==> src/rtl/bia_pkg.sv <==
// ----------------------------------------------------------------------------
// bia_pkg
// Shared constants, codes, types and helper functions of the id allocator.
// ----------------------------------------------------------------------------
package bia_pkg;

  // Geometry of the free bitmap: rows of ROW_W bits in one memory
  localparam int ENTRIES = 256;
  localparam int ROW_W   = 16;
  localparam int ROWS    = ENTRIES / ROW_W;
  localparam int ROW_AW  = $clog2(ROWS);
  localparam int BIT_AW  = $clog2(ROW_W);
  localparam int IDX_AW  = ROW_AW + BIT_AW;

  // Field widths
  localparam int OP_W   = 2;
  localparam int PID_W  = 16;
  localparam int STAT_W = 3;
  localparam int CNT_W  = 9;

  // Size after reset, limited to the table depth
  localparam int SIZE_RST_RAW = 256;
  localparam int SIZE_RST     = (SIZE_RST_RAW > ENTRIES) ? ENTRIES : SIZE_RST_RAW;

  // Opcodes
  localparam logic [OP_W-1:0] OP_ACQUIRE = 2'd0;
  localparam logic [OP_W-1:0] OP_FREE    = 2'd1;
  localparam logic [OP_W-1:0] OP_RESET   = 2'd2;

  // Status codes
  localparam logic [STAT_W-1:0] STAT_OK     = 3'd0;
  localparam logic [STAT_W-1:0] STAT_EMPTY  = 3'd1;
  localparam logic [STAT_W-1:0] STAT_FAULT  = 3'd2;
  localparam logic [STAT_W-1:0] STAT_RANGE  = 3'd3;
  localparam logic [STAT_W-1:0] STAT_DOUBLE = 3'd4;
  localparam logic [STAT_W-1:0] STAT_HELD   = 3'd5;

  typedef enum logic {
    FSM_IDLE,
    FSM_EXEC
  } fsm_t;

  typedef struct packed {
    logic [STAT_W-1:0] status;
    logic [CNT_W-1:0]  granted_id;
    logic [CNT_W-1:0]  free_left;
  } res_t;

  typedef struct packed {
    logic              found;
    logic [BIT_AW-1:0] idx;
  } bit_pick_t;

  typedef struct packed {
    logic              found;
    logic [ROW_AW-1:0] idx;
  } row_pick_t;

  // Lowest set bit of one bitmap row
  function automatic bit_pick_t lowest_bit(input logic [ROW_W-1:0] v);
    bit_pick_t p;
    p = '0;
    for (int b = ROW_W - 1; b >= 0; b--) begin
      if (v[b]) begin
        p.found = 1'b1;
        p.idx   = BIT_AW'(b);
      end
    end
    return p;
  endfunction

  // Lowest row that still holds a free bit
  function automatic row_pick_t lowest_row(input logic [ROWS-1:0] v);
    row_pick_t p;
    p = '0;
    for (int r = ROWS - 1; r >= 0; r--) begin
      if (v[r]) begin
        p.found = 1'b1;
        p.idx   = ROW_AW'(r);
      end
    end
    return p;
  endfunction

  // Contents of a row right after a table reset of the given size
  function automatic logic [ROW_W-1:0] fill_row(input logic [ROW_AW-1:0] row,
                                                input logic [CNT_W-1:0]  size);
    logic [ROW_W-1:0] w;
    logic [IDX_AW:0]  pos;
    w = '0;
    for (int b = 0; b < ROW_W; b++) begin
      pos  = {1'b0, row, BIT_AW'(b)};
      w[b] = (CNT_W'(pos) < size);
    end
    return w;
  endfunction

  // Row summary right after a table reset of the given size
  function automatic logic [ROWS-1:0] fill_summary(input logic [CNT_W-1:0] size);
    logic [ROWS-1:0] s;
    logic [IDX_AW:0] pos;
    s = '0;
    for (int r = 0; r < ROWS; r++) begin
      pos  = {1'b0, ROW_AW'(r), {BIT_AW{1'b0}}};
      s[r] = (CNT_W'(pos) < size);
    end
    return s;
  endfunction

endpackage

==> src/rtl/bia_if.sv <==
// ----------------------------------------------------------------------------
// bia_if
// Valid/ready channels of the id allocator: request, result and config.
// ----------------------------------------------------------------------------
interface bia_in_if;
  import bia_pkg::*;
  logic             valid;
  logic             ready;
  logic [OP_W-1:0]  opcode;
  logic [PID_W-1:0] packet_id;
  logic             recycle_hold;

  modport source (output valid, opcode, packet_id, recycle_hold, input ready);
  modport sink   (input valid, opcode, packet_id, recycle_hold, output ready);
endinterface

interface bia_out_if;
  import bia_pkg::*;
  logic              valid;
  logic              ready;
  logic [STAT_W-1:0] status;
  logic [CNT_W-1:0]  granted_id;
  logic [CNT_W-1:0]  free_left;

  modport source (output valid, status, granted_id, free_left, input ready);
  modport sink   (input valid, status, granted_id, free_left, output ready);
endinterface

interface bia_cfg_if;
  import bia_pkg::*;
  logic             valid;
  logic             ready;
  logic [CNT_W-1:0] data;

  modport source (output valid, data, input ready);
  modport sink   (input valid, data, output ready);
endinterface

==> src/rtl/bia_ram.sv <==
// ----------------------------------------------------------------------------
// bia_ram
// Generic single-write, single-read RAM with a registered read port.
// ----------------------------------------------------------------------------
module bia_ram #(
  parameter int WIDTH = 16,
  parameter int DEPTH = 16
) (
  input  logic                     clk,
  input  logic                     wr_en,
  input  logic [$clog2(DEPTH)-1:0] wr_addr,
  input  logic [WIDTH-1:0]         wr_data,
  input  logic                     rd_en,
  input  logic [$clog2(DEPTH)-1:0] rd_addr,
  output logic [WIDTH-1:0]         rd_data
);

  logic [WIDTH-1:0] mem [DEPTH];

  // Write port
  always_ff @(posedge clk) begin
    if (wr_en) begin
      mem[wr_addr] <= wr_data;
    end
  end

  // Read port, data held until the next read
  always_ff @(posedge clk) begin
    if (rd_en) begin
      rd_data <= mem[rd_addr];
    end
  end

endmodule

==> src/rtl/bia_core.sv <==
// ----------------------------------------------------------------------------
// bia_core
// Allocator sequencer: picks a bitmap row, reads it, flips one bit and writes
// it back or resets the table, keeping row summary, valid bits, free count.
// ----------------------------------------------------------------------------
module bia_core (
  input  logic                         clk,
  input  logic                         rst_n,
  // request
  input  logic                         in_valid,
  output logic                         in_ready,
  input  logic [bia_pkg::OP_W-1:0]     in_opcode,
  input  logic [bia_pkg::PID_W-1:0]    in_packet_id,
  input  logic                         in_recycle_hold,
  // config write
  input  logic                         cfg_we,
  input  logic [bia_pkg::CNT_W-1:0]    cfg_data,
  // result slot
  input  logic                         out_free,
  output logic                         done,
  output bia_pkg::res_t                res,
  // bitmap memory
  output logic                         ram_wr_en,
  output logic [bia_pkg::ROW_AW-1:0]   ram_wr_addr,
  output logic [bia_pkg::ROW_W-1:0]    ram_wr_data,
  output logic                         ram_rd_en,
  output logic [bia_pkg::ROW_AW-1:0]   ram_rd_addr,
  input  logic [bia_pkg::ROW_W-1:0]    ram_rd_data
);
  import bia_pkg::*;

  fsm_t               state_r, state_nxt;
  logic [CNT_W-1:0]   table_size_r;
  logic [CNT_W-1:0]   active_r, active_nxt;
  logic [CNT_W-1:0]   total_r, total_nxt;
  logic [ROWS-1:0]    summary_r, summary_nxt;
  logic [ROWS-1:0]    row_valid_r, row_valid_nxt;

  // Latched request
  logic [OP_W-1:0]    op_r;
  logic               hold_r;
  logic               bad_id_r;
  logic               hit_r;
  logic [ROW_AW-1:0]  row_r;
  logic [BIT_AW-1:0]  bit_r;

  logic               in_fire;
  logic               exec_go;
  logic [IDX_AW-1:0]  free_idx;
  row_pick_t          row_pick;
  logic [ROW_W-1:0]   word;
  bit_pick_t          bit_pick;
  logic [CNT_W-1:0]   new_size;

  // Next state
  always_comb begin
    state_nxt = state_r;
    unique case (state_r)
      FSM_IDLE: if (in_valid) state_nxt = FSM_EXEC;
      FSM_EXEC: if (out_free) state_nxt = FSM_IDLE;
      default:  state_nxt = FSM_IDLE;
    endcase
  end

  // State outputs
  always_comb begin
    in_ready = 1'b0;
    exec_go  = 1'b0;
    unique case (state_r)
      FSM_IDLE: in_ready = 1'b1;
      FSM_EXEC: exec_go  = out_free;
      default:  in_ready = 1'b0;
    endcase
  end

  assign in_fire = in_valid && in_ready;
  assign done    = exec_go;

  // Pick the row to read: lowest row with a free bit, or the row of the id
  assign free_idx    = in_packet_id[IDX_AW-1:0] - IDX_AW'(1);
  assign row_pick    = lowest_row(summary_r);
  assign ram_rd_en   = in_fire;
  assign ram_rd_addr = (in_opcode == OP_FREE) ? free_idx[IDX_AW-1:BIT_AW] : row_pick.idx;

  // Capture the request
  always_ff @(posedge clk) begin
    if (in_fire) begin
      op_r     <= in_opcode;
      hold_r   <= in_recycle_hold;
      bad_id_r <= (in_packet_id == '0) || (in_packet_id > PID_W'(active_r));
      hit_r    <= row_pick.found;
      row_r    <= ram_rd_addr;
      bit_r    <= free_idx[BIT_AW-1:0];
    end
  end

  // Row as it stands: memory data once written, reset pattern before that
  assign word     = row_valid_r[row_r] ? ram_rd_data : fill_row(row_r, active_r);
  assign bit_pick = lowest_bit(word);
  assign new_size = (table_size_r > CNT_W'(ENTRIES)) ? CNT_W'(ENTRIES) : table_size_r;

  // Modify the row and build the result
  always_comb begin
    active_nxt     = active_r;
    total_nxt      = total_r;
    summary_nxt    = summary_r;
    row_valid_nxt  = row_valid_r;
    ram_wr_en      = 1'b0;
    ram_wr_addr    = row_r;
    ram_wr_data    = word;
    res.status     = STAT_OK;
    res.granted_id = '0;
    case (op_r)
      OP_ACQUIRE: begin
        if (total_r == '0) begin
          res.status = STAT_EMPTY;
        end else if (!hit_r || !bit_pick.found) begin
          res.status = STAT_FAULT;
        end else begin
          ram_wr_data                = word;
          ram_wr_data[bit_pick.idx]  = 1'b0;
          ram_wr_en                  = exec_go;
          row_valid_nxt[row_r]       = 1'b1;
          summary_nxt[row_r]         = |ram_wr_data;
          total_nxt                  = total_r - CNT_W'(1);
          res.granted_id             = CNT_W'({row_r, bit_pick.idx}) + CNT_W'(1);
        end
      end
      OP_FREE: begin
        if (bad_id_r) begin
          res.status = STAT_RANGE;
        end else if (hold_r) begin
          res.status = STAT_HELD;
        end else if (word[bit_r]) begin
          res.status = STAT_DOUBLE;
        end else begin
          ram_wr_data          = word;
          ram_wr_data[bit_r]   = 1'b1;
          ram_wr_en            = exec_go;
          row_valid_nxt[row_r] = 1'b1;
          summary_nxt[row_r]   = 1'b1;
          total_nxt            = total_r + CNT_W'(1);
        end
      end
      OP_RESET: begin
        active_nxt    = new_size;
        total_nxt     = new_size;
        summary_nxt   = fill_summary(new_size);
        row_valid_nxt = '0;
      end
      default: begin
        res.status = STAT_FAULT;
      end
    endcase
    res.free_left = total_nxt;
  end

  // Control state
  always_ff @(posedge clk) begin
    if (!rst_n) begin
      state_r      <= FSM_IDLE;
      table_size_r <= CNT_W'(SIZE_RST_RAW);
      active_r     <= CNT_W'(SIZE_RST);
      total_r      <= CNT_W'(SIZE_RST);
      summary_r    <= fill_summary(CNT_W'(SIZE_RST));
      row_valid_r  <= '0;
    end else begin
      state_r <= state_nxt;
      if (cfg_we) begin
        table_size_r <= cfg_data;
      end
      if (exec_go) begin
        active_r    <= active_nxt;
        total_r     <= total_nxt;
        summary_r   <= summary_nxt;
        row_valid_r <= row_valid_nxt;
      end
    end
  end

endmodule

==> src/rtl/bitmap_id_allocator_unit.sv <==
// ----------------------------------------------------------------------------
// bitmap_id_allocator_unit
// Packet id allocator over a free bitmap held in a row memory.
//
//   channel  dir  payload                               handshake
//   in_chan  in   opcode, packet_id, recycle_hold       valid/ready
//   out_chan out  status, granted_id, free_left         valid/ready
//   cfg_chan in   data (table_size)                     valid/ready, always ready
//
// The bitmap row is read in the accept cycle through the memory's registered
// read port, then modified and written back once the output register is free.
// A new request is taken only once the previous one has reached the output
// register; a stalled result blocks the following request from completing.
// Reset (rst_n low, synchronous) restores a size of 256 with every id free;
// no memory clearing pass is needed, per-row valid bits stand in for it.
// ----------------------------------------------------------------------------
module bitmap_id_allocator_unit (
  input  logic  clk,
  input  logic  rst_n,
  bia_in_if.sink     in_chan,
  bia_out_if.source  out_chan,
  bia_cfg_if.sink    cfg_chan
);
  import bia_pkg::*;

  logic               done;
  res_t               res;
  logic               out_free;
  logic               out_valid_r;
  res_t               out_res_r;
  logic               ram_wr_en;
  logic [ROW_AW-1:0]  ram_wr_addr;
  logic [ROW_W-1:0]   ram_wr_data;
  logic               ram_rd_en;
  logic [ROW_AW-1:0]  ram_rd_addr;
  logic [ROW_W-1:0]   ram_rd_data;

  assign cfg_chan.ready = 1'b1;
  assign out_free       = !out_valid_r || out_chan.ready;

  bia_core u_core (
    .clk             (clk),
    .rst_n           (rst_n),
    .in_valid        (in_chan.valid),
    .in_ready        (in_chan.ready),
    .in_opcode       (in_chan.opcode),
    .in_packet_id    (in_chan.packet_id),
    .in_recycle_hold (in_chan.recycle_hold),
    .cfg_we          (cfg_chan.valid),
    .cfg_data        (cfg_chan.data),
    .out_free        (out_free),
    .done            (done),
    .res             (res),
    .ram_wr_en       (ram_wr_en),
    .ram_wr_addr     (ram_wr_addr),
    .ram_wr_data     (ram_wr_data),
    .ram_rd_en       (ram_rd_en),
    .ram_rd_addr     (ram_rd_addr),
    .ram_rd_data     (ram_rd_data)
  );

  bia_ram #(
    .WIDTH (ROW_W),
    .DEPTH (ROWS)
  ) u_map_ram (
    .clk     (clk),
    .wr_en   (ram_wr_en),
    .wr_addr (ram_wr_addr),
    .wr_data (ram_wr_data),
    .rd_en   (ram_rd_en),
    .rd_addr (ram_rd_addr),
    .rd_data (ram_rd_data)
  );

  // Hold the result until the sink takes it
  always_ff @(posedge clk) begin
    if (!rst_n) begin
      out_valid_r <= 1'b0;
    end else if (done) begin
      out_valid_r <= 1'b1;
    end else if (out_chan.ready) begin
      out_valid_r <= 1'b0;
    end
  end

  always_ff @(posedge clk) begin
    if (done) begin
      out_res_r <= res;
    end
  end

  assign out_chan.valid      = out_valid_r;
  assign out_chan.status     = out_res_r.status;
  assign out_chan.granted_id = out_res_r.granted_id;
  assign out_chan.free_left  = out_res_r.free_left;

endmodule

==> src/flat_wrapper.sv <==
// flat-port wrapper written by rule: the top's interface ports become plain ports
module bitmap_id_allocator_unit_flat import bia_pkg::*;
  (clk, rst_n, in_chan_valid, in_chan_opcode, in_chan_packet_id, in_chan_recycle_hold, in_chan_ready, out_chan_valid, out_chan_status, out_chan_granted_id, out_chan_free_left, out_chan_ready, cfg_chan_valid, cfg_chan_data, cfg_chan_ready);
  bia_in_if in_chan_i ();
  bia_out_if out_chan_i ();
  bia_cfg_if cfg_chan_i ();
  input  logic clk;
  input  logic rst_n;
  input wire logic [$bits(in_chan_i.valid)-1:0] in_chan_valid;
  input wire logic [$bits(in_chan_i.opcode)-1:0] in_chan_opcode;
  input wire logic [$bits(in_chan_i.packet_id)-1:0] in_chan_packet_id;
  input wire logic [$bits(in_chan_i.recycle_hold)-1:0] in_chan_recycle_hold;
  output wire logic [$bits(in_chan_i.ready)-1:0] in_chan_ready;
  output wire logic [$bits(out_chan_i.valid)-1:0] out_chan_valid;
  output wire logic [$bits(out_chan_i.status)-1:0] out_chan_status;
  output wire logic [$bits(out_chan_i.granted_id)-1:0] out_chan_granted_id;
  output wire logic [$bits(out_chan_i.free_left)-1:0] out_chan_free_left;
  input wire logic [$bits(out_chan_i.ready)-1:0] out_chan_ready;
  input wire logic [$bits(cfg_chan_i.valid)-1:0] cfg_chan_valid;
  input wire logic [$bits(cfg_chan_i.data)-1:0] cfg_chan_data;
  output wire logic [$bits(cfg_chan_i.ready)-1:0] cfg_chan_ready;
  assign in_chan_i.valid = in_chan_valid;
  assign in_chan_i.opcode = in_chan_opcode;
  assign in_chan_i.packet_id = in_chan_packet_id;
  assign in_chan_i.recycle_hold = in_chan_recycle_hold;
  assign in_chan_ready = in_chan_i.ready;
  assign out_chan_valid = out_chan_i.valid;
  assign out_chan_status = out_chan_i.status;
  assign out_chan_granted_id = out_chan_i.granted_id;
  assign out_chan_free_left = out_chan_i.free_left;
  assign out_chan_i.ready = out_chan_ready;
  assign cfg_chan_i.valid = cfg_chan_valid;
  assign cfg_chan_i.data = cfg_chan_data;
  assign cfg_chan_ready = cfg_chan_i.ready;
  bitmap_id_allocator_unit u_core (.clk(clk), .rst_n(rst_n), .in_chan(in_chan_i), .out_chan(out_chan_i), .cfg_chan(cfg_chan_i));
endmodule
==> config.mk <==
export PLATFORM = sky130hd
export DESIGN_NAME = bitmap_id_allocator_unit_flat
export DESIGN_NICKNAME = d
export VERILOG_FILES = /design/src/rtl/bia_pkg.sv /design/src/rtl/bia_if.sv /design/src/rtl/bia_ram.sv /design/src/rtl/bia_core.sv /design/src/rtl/bitmap_id_allocator_unit.sv /design/src/flat_wrapper.sv
export SDC_FILE = /design/constraint.sdc
export NUM_CORES = 1
export LEC_CHECK = 0
export BUFFER_PORTS_ARGS = -buffer_cell sky130_fd_sc_hd__buf_2
export CORE_AREA = 2 2 184 186
export DETAILED_ROUTE_END_ITERATION = 6
export DIE_AREA = 0 0 186 188
export GPL_TIMING_DRIVEN = 0
export PLACE_DENSITY = 0.74
export SLEW_MARGIN = 20
export SYNTH_ARGS = -nofsm -noshare
export SYNTH_HDL_FRONTEND = slang
export SYNTH_HIERARCHICAL = 1
export SYNTH_SLANG_ARGS = --single-unit
==> constraint.sdc <==
create_clock -name clk -period 5.8 [get_ports clk]
set_input_delay 0.87 -clock clk [delete_from_list [all_inputs] [get_ports clk]]
set_output_delay 0.87 -clock clk [all_outputs]
set_load 0.05 [all_outputs]
==> Word-level counts from Yosys, hierarchy flattened <==
Memories as Yosys holds them, arrays and structs flattened. A register that Yosys moved wholly into a read port is not among the register bits.
Index checks and enable logic that the tools add are counted.
{ "classes": {"n_eq_ne": 8, "n_mux": 91, "magnitude_cmp": 40, "bitwise_logic": 7, "n_reduce_logical": 20, "addsub": 4} }
{ "ops": {"columns": ["operator", "n"], "rows": [
  ["$mux 16", 16],
  ["$lt 8x9->1", 16],
  ["$pmux 16 s3", 2],
  ["$mux 5", 17],
  ["$lt 8x9->1 const A", 8],
  ["$mux 4", 16],
  ["$mux 9", 6],
  ["$or 16x16->16", 3],
  ["$lt 7x9->1 const A", 4],
  ["$pmux 16 s2", 1],
  ["$pmux 9 s3", 1],
  ["$lt 6x9->1 const A", 2],
  ["$mux 1", 18],
  ["$and 16x16->16", 1],
  ["$bwmux 16", 1],
  ["$gt 16x9->1", 1],
  ["$logic_not 16->1", 1],
  ["$not 16->16", 1],
  ["$reduce_or 16->1", 1],
  ["$lt 4x5->1 const B", 3],
  ["$reduce_or 15->1", 1],
  ["$demux 1 s4", 3],
  ["$ge 4x1->1 const B", 3],
  ["$mux 3", 4],
  ["other kinds (25)", 40]
]} }
{ "totals": {"ram_bits": 256, "inputBits": 33, "word_cells": 187, "out_inout_bits": 24, "memories": 1, "regBits": 95} }
{ "mem_list": {"columns": ["name", "words", "width", "read_ports", "rd_ports_with_merged_regs", "write_ports", "line", "rtl"], "rows": [
  ["u_core.u_map_ram.mem", 16, 16, 1, 1, 1, "bia_ram.sv:18", "logic [WIDTH-1:0] mem [DEPTH];"]
]} }

==> Logic depth before layout (Yosys ltp) <==
{ "logic_depth": {"depth_word": 30, "depth_mapped": 23, "ltp_nobuf": 20} }

==> Hierarchy <==
Netlist, hierarchy kept.
{ "modules_own_cells": {"columns": ["module", "seq_area_each_um2", "area_each_um2", "instances", "cells_each"], "rows": [
  ["bia_ram", 8167.8, 10202.3, 1, 432],
  ["bia_core", 1591.5, 7105.6, 1, 994],
  ["bitmap_id_allocator_unit", 650.6, 690.7, 1, 27]
]} }

==> Worst setup path after synthesis <==
Ideal clock, no wire load.
{ "synth_timing": {"path_kind": "reg-to-reg", "startpoint": "register u_core.u_core.row_r[1], in the netlist u_core/u_core/ram_wr_addr[1]", "endpoint": "register (tool-made name)", "period_less_slack_ns": 5.468, "setup_slack_ns": 0.332, "setup_ns": 0.126, "stages_incl_launch_ff": 21, "n_path_buf": 4, "arrival_ns": 5.342, "path_cell_list": "edfxtp_1 buf_6 mux2i_1 a22oi_1 nand3_1 clkbuf_1 nand2_1 clkbuf_1 o31a_1 a2111oi_0 nor3_1 a2111oi_0 ha_1 inv_1 a21o_1 a2111o_1 or4_4 nor3_4 and3_1 buf_6 a21oi_2"} }
{ "synth_rtl": {"columns": ["element", "line", "rtl"], "rows": [
  ["start, declared", "bia_core.sv:44", "logic [ROW_AW-1:0] row_r;"],
  ["start signal, assigned", "bia_core.sv:92", "row_r <= ram_rd_addr;"]
]} }

==> out/metrics.cfg <==
[status]
status=finished clean

[clocking]
hold_buffers=0
cts.sinks=367
cts_buffer_depth=3
root_buffer=clkbuf_16
clk_pin_slew_ns=0.06
cts_max_level=2
clk_latency_ns=0.57
cts-buffers-inserted=39
cts_tree=built

[logic_synthesis]
synth_area_leader_cell=edfxtp_1
synth-edff-count=306
syn_nets=1512
synth.distinct_cells=89
seq_area_frac_synth_pct=57.8
ys.flop_type=edfxtp_1
netlist_area_um2=18000
synth_cells=1453
yosys_warnings=6
synthArstFlopShare_pct=0
synthTopCellsByArea=edfxtp_1, dfxtp_1, mux4_2
synth_seq_cells=367
avgSynthCellArea_um2=12.4
yosys.area.top_type_share_pct=51.1

[power_and_ir_drop]
leakagePower_nw=6.76
p_per_area_nw_per_um2=301
power_switching_w=0.00163
irDropWorstVdd_mv=0.365
total_power_w=0.00622
netSwitchingFraction_pct=26.3
p_comb_share_pct=12.5
intPower_w=0.00458
pwr-share-clk_pct=38.8
pwr-share-seq_pct=48.7

[hold_path]
holdPathStages=2
holdPathEnd=u_core/u_core/row_valid_r[9]
worstHoldStart=u_core/u_core/row_valid_r[9]
hold_path_class=register to register

[critical_path]
crit_fanout=10
crit_chain=buf_2 > nor2_2 > a22oi_2 > nand3_1 > clkbuf_2 > nand2_2 > buf_2 > o31a_1 > a2111oi_4 > nor3_1 > a2111oi_2 > clkbuf_4 > ha_4 > inv_1 > a21o_1 > a2111o_1 > or4_4 > nor3_4 > and3_1 > buf_6 > a21oi_2
r2r-start=u_core/u_core/ram_wr_addr[2]
r2r_slack_ns=0.18
rr_worst_depth=21
critPathKind=register to register
cp-end-kind=register
setup.worst_path.start_class=register
cpPeakStageDelay_ns=0.54
worst_path_max_delay_cell=or4_4
critPathMostFrequentCell=buf_2
arrival_ns=6.05
worstPathRequired_ns=6.23

[sta]
max_freq_mhz=178
fin_tns_setup_ns=0
whs_ns=0.473
fin_skew_ns=0.0136
setup_viol=0
drv_slew=0
slew_headroom_pct=26.8
post-route-period-util_pct=97.0
period_needed_ns=5.62
finalHoldViolations=0
worstMarginPinSlew_ns=1.08

[floorplan]
die_area_um2=35000
die_w_um=186
core_um2=33100
start_util_pct=54.4
ios=57
die_h_um=188
num_rows=67

[placed_design]
dpl.hpwl_um=37800
placed_cells=1980
gp_routability_congestion=0.955
numPortBuffers=54
place_area_um2=19200

[finish]
final_common_cell=edfxtp_1
fillers=2503
register_area_um2=10400
nNetsFinal=1639
diodes=0
multi_input_area_um2=7220
layout_common_cells=edfxtp_1, nor2_1, nand2_1, a21oi_1, clkbuf_1
fin_area_um2=20600
stdcell_count=2057
drive_above_1_share_pct=19.1
area_growth_pct=14.6

[grt]
grt_pass1_vias=13300
grt_max_degree=29
antenna_found_initial=0
grt_use_total_pct=31.0
grt_pass1_wl_um=80200
overflow=0

[routing]
drc=0
via_per_inst=6.57
ant_nets=0
routed_wl_um=53500
drtIter0Drc=1399
post_drt_wl_per_cell_um=26.0
vias=13500
drt-pass1-iter-count=6

[job]
max-cap-violations=0

-- Yosys cell counts (6+ instances only) --
master,instances
o31ai_1,17
nand2b_1,19
nor3_1,38
dfxtp_1,61
edfxtp_1,306
nor4_1,15
a211oi_1,7
mux2i_1,22
nor2_1,128
or2_2,7
nor2b_1,23
mux4_1,10
and3_1,6
buf_6,7
nor3b_1,10
a41oi_1,6
and2_1,12
a21oi_1,84
inv_1,42
xnor2_1,8
ha_1,26
mux4_2,54
nand2_1,93
o21a_1,16
o31a_1,6
clkbuf_1,68
buf_2,8
a22oi_1,42
o22ai_1,8
a21oi_2,9
a32oi_1,9
o21ai_0,69
nand4_1,16
o211ai_1,25
nand3_1,30
a31oi_1,18
-- layer usage --
layer | vias to the layer above | wire length [um] | global-route usage [%]
met5 | - | 0 | 0
met4 | 0 | 2570 | 14.1
met3 | 151 | 4350 | 4.84
met2 | 760 | 25800 | 51.2
met1 | 6659 | 20700 | 40.5
li1 | 5946 | - | -
-- state kept, by name, indices dropped and copies added (netlist names), 9 cells and up, named ones only --
signal	cells
u_core/out_chan.free_left	9
u_core/out_chan.granted_id	9
u_core/u_core/active_r	9
u_core/u_core/total_r	9
u_core/u_map_ram/mem	256
u_core/u_map_ram/rd_data	16
u_core/u_core/table_size_r	9
u_core/u_core/row_valid_r	16
-- cell type report --
class                   instances  share of cell area (%)
plain buffers                  94                    2.17
inverters                      43                   0.783
flip-flops and latches        367                    50.5
multi-input cells             949                    35.0
clock buffers                  48                    4.95
well taps                     448                    2.72
repair buffers                 86                    2.92
clock inverters                22                   0.953
-- logic make-up (layout without fill, tap and decap cells) --
logic type                 after synthesis  in the layout  share of synthesized area, %
and+or+nand+nor                        430            430                          11.9
AOI/OAI and AO/OA                      388            388                          14.7
DFF                                    367            367                          57.8
buffers and inverters                  137            293                          3.32
muxes                                   91             91                          9.75
adders and majority gates               26             26                          1.81
xor gates and xnor gates                13             13                         0.633
other                                    1              1                        0.0208
-- worst max-delay path, delay by kind of cell, from the launching register on --
kind                     cells  cell delay (ns)
AND/OR/NAND/NOR              7             1.54
adder cells (fa/ha/maj)      1             0.23
buffers and inverters        6             1.33
flip-flops                   1             0.51
AO/OA/AOI/OAI                7             1.88
-- worst max path at each step --
stage	from	endpoint	slack [ns]	depth (start not counted)
floorplan	u_core/u_core/ram_wr_addr[1]	register	0.33	20
global placement	u_core/u_core/ram_wr_addr[1]	register	-2.16	20
detailed placement	u_core/u_core/ram_wr_addr[1]	register	-0.96	21
CTS	u_core/u_core/ram_wr_addr[1]	register	0.005	21
global route	u_core/u_core/ram_wr_addr[3]	register	-0.006	21
finish	u_core/u_core/ram_wr_addr[2]	register	0.18	21
-- stage by stage --
stage	setup WS (ns)	utilization [%]
after floorplan	0.332	-
after global placement	-2.16	56.9
after detailed placement	-0.956	58.1
after CTS	0.00544	62.1
after global routing	-0.00601	62.3
final	0.176	62.3
-- power by group through the flow --
stage | logic [W] | clock network (W) | registers (W)
2_1_floorplan | 0.000457 | 0 | 0.00309
3_3_place_gp | 0.000696 | 0 | 0.00309
3_5_place_dp | 0.000735 | 0 | 0.00309
4_1_cts | 0.000753 | 0.00245 | 0.00303
5_1_grt | 0.000830 | 0.00253 | 0.00303
6_report | 0.000775 | 0.00241 | 0.00303
-- what timing repair did --
action	CTS	global route
resized for setup	15	26
pin swaps	0	1
cloned	0	0
setup buffers	7	0
endpoints found under the hold margin	0	0
endpoints found under the setup margin	330	162
No activity file was read; power rests on OpenSTA's default activity.
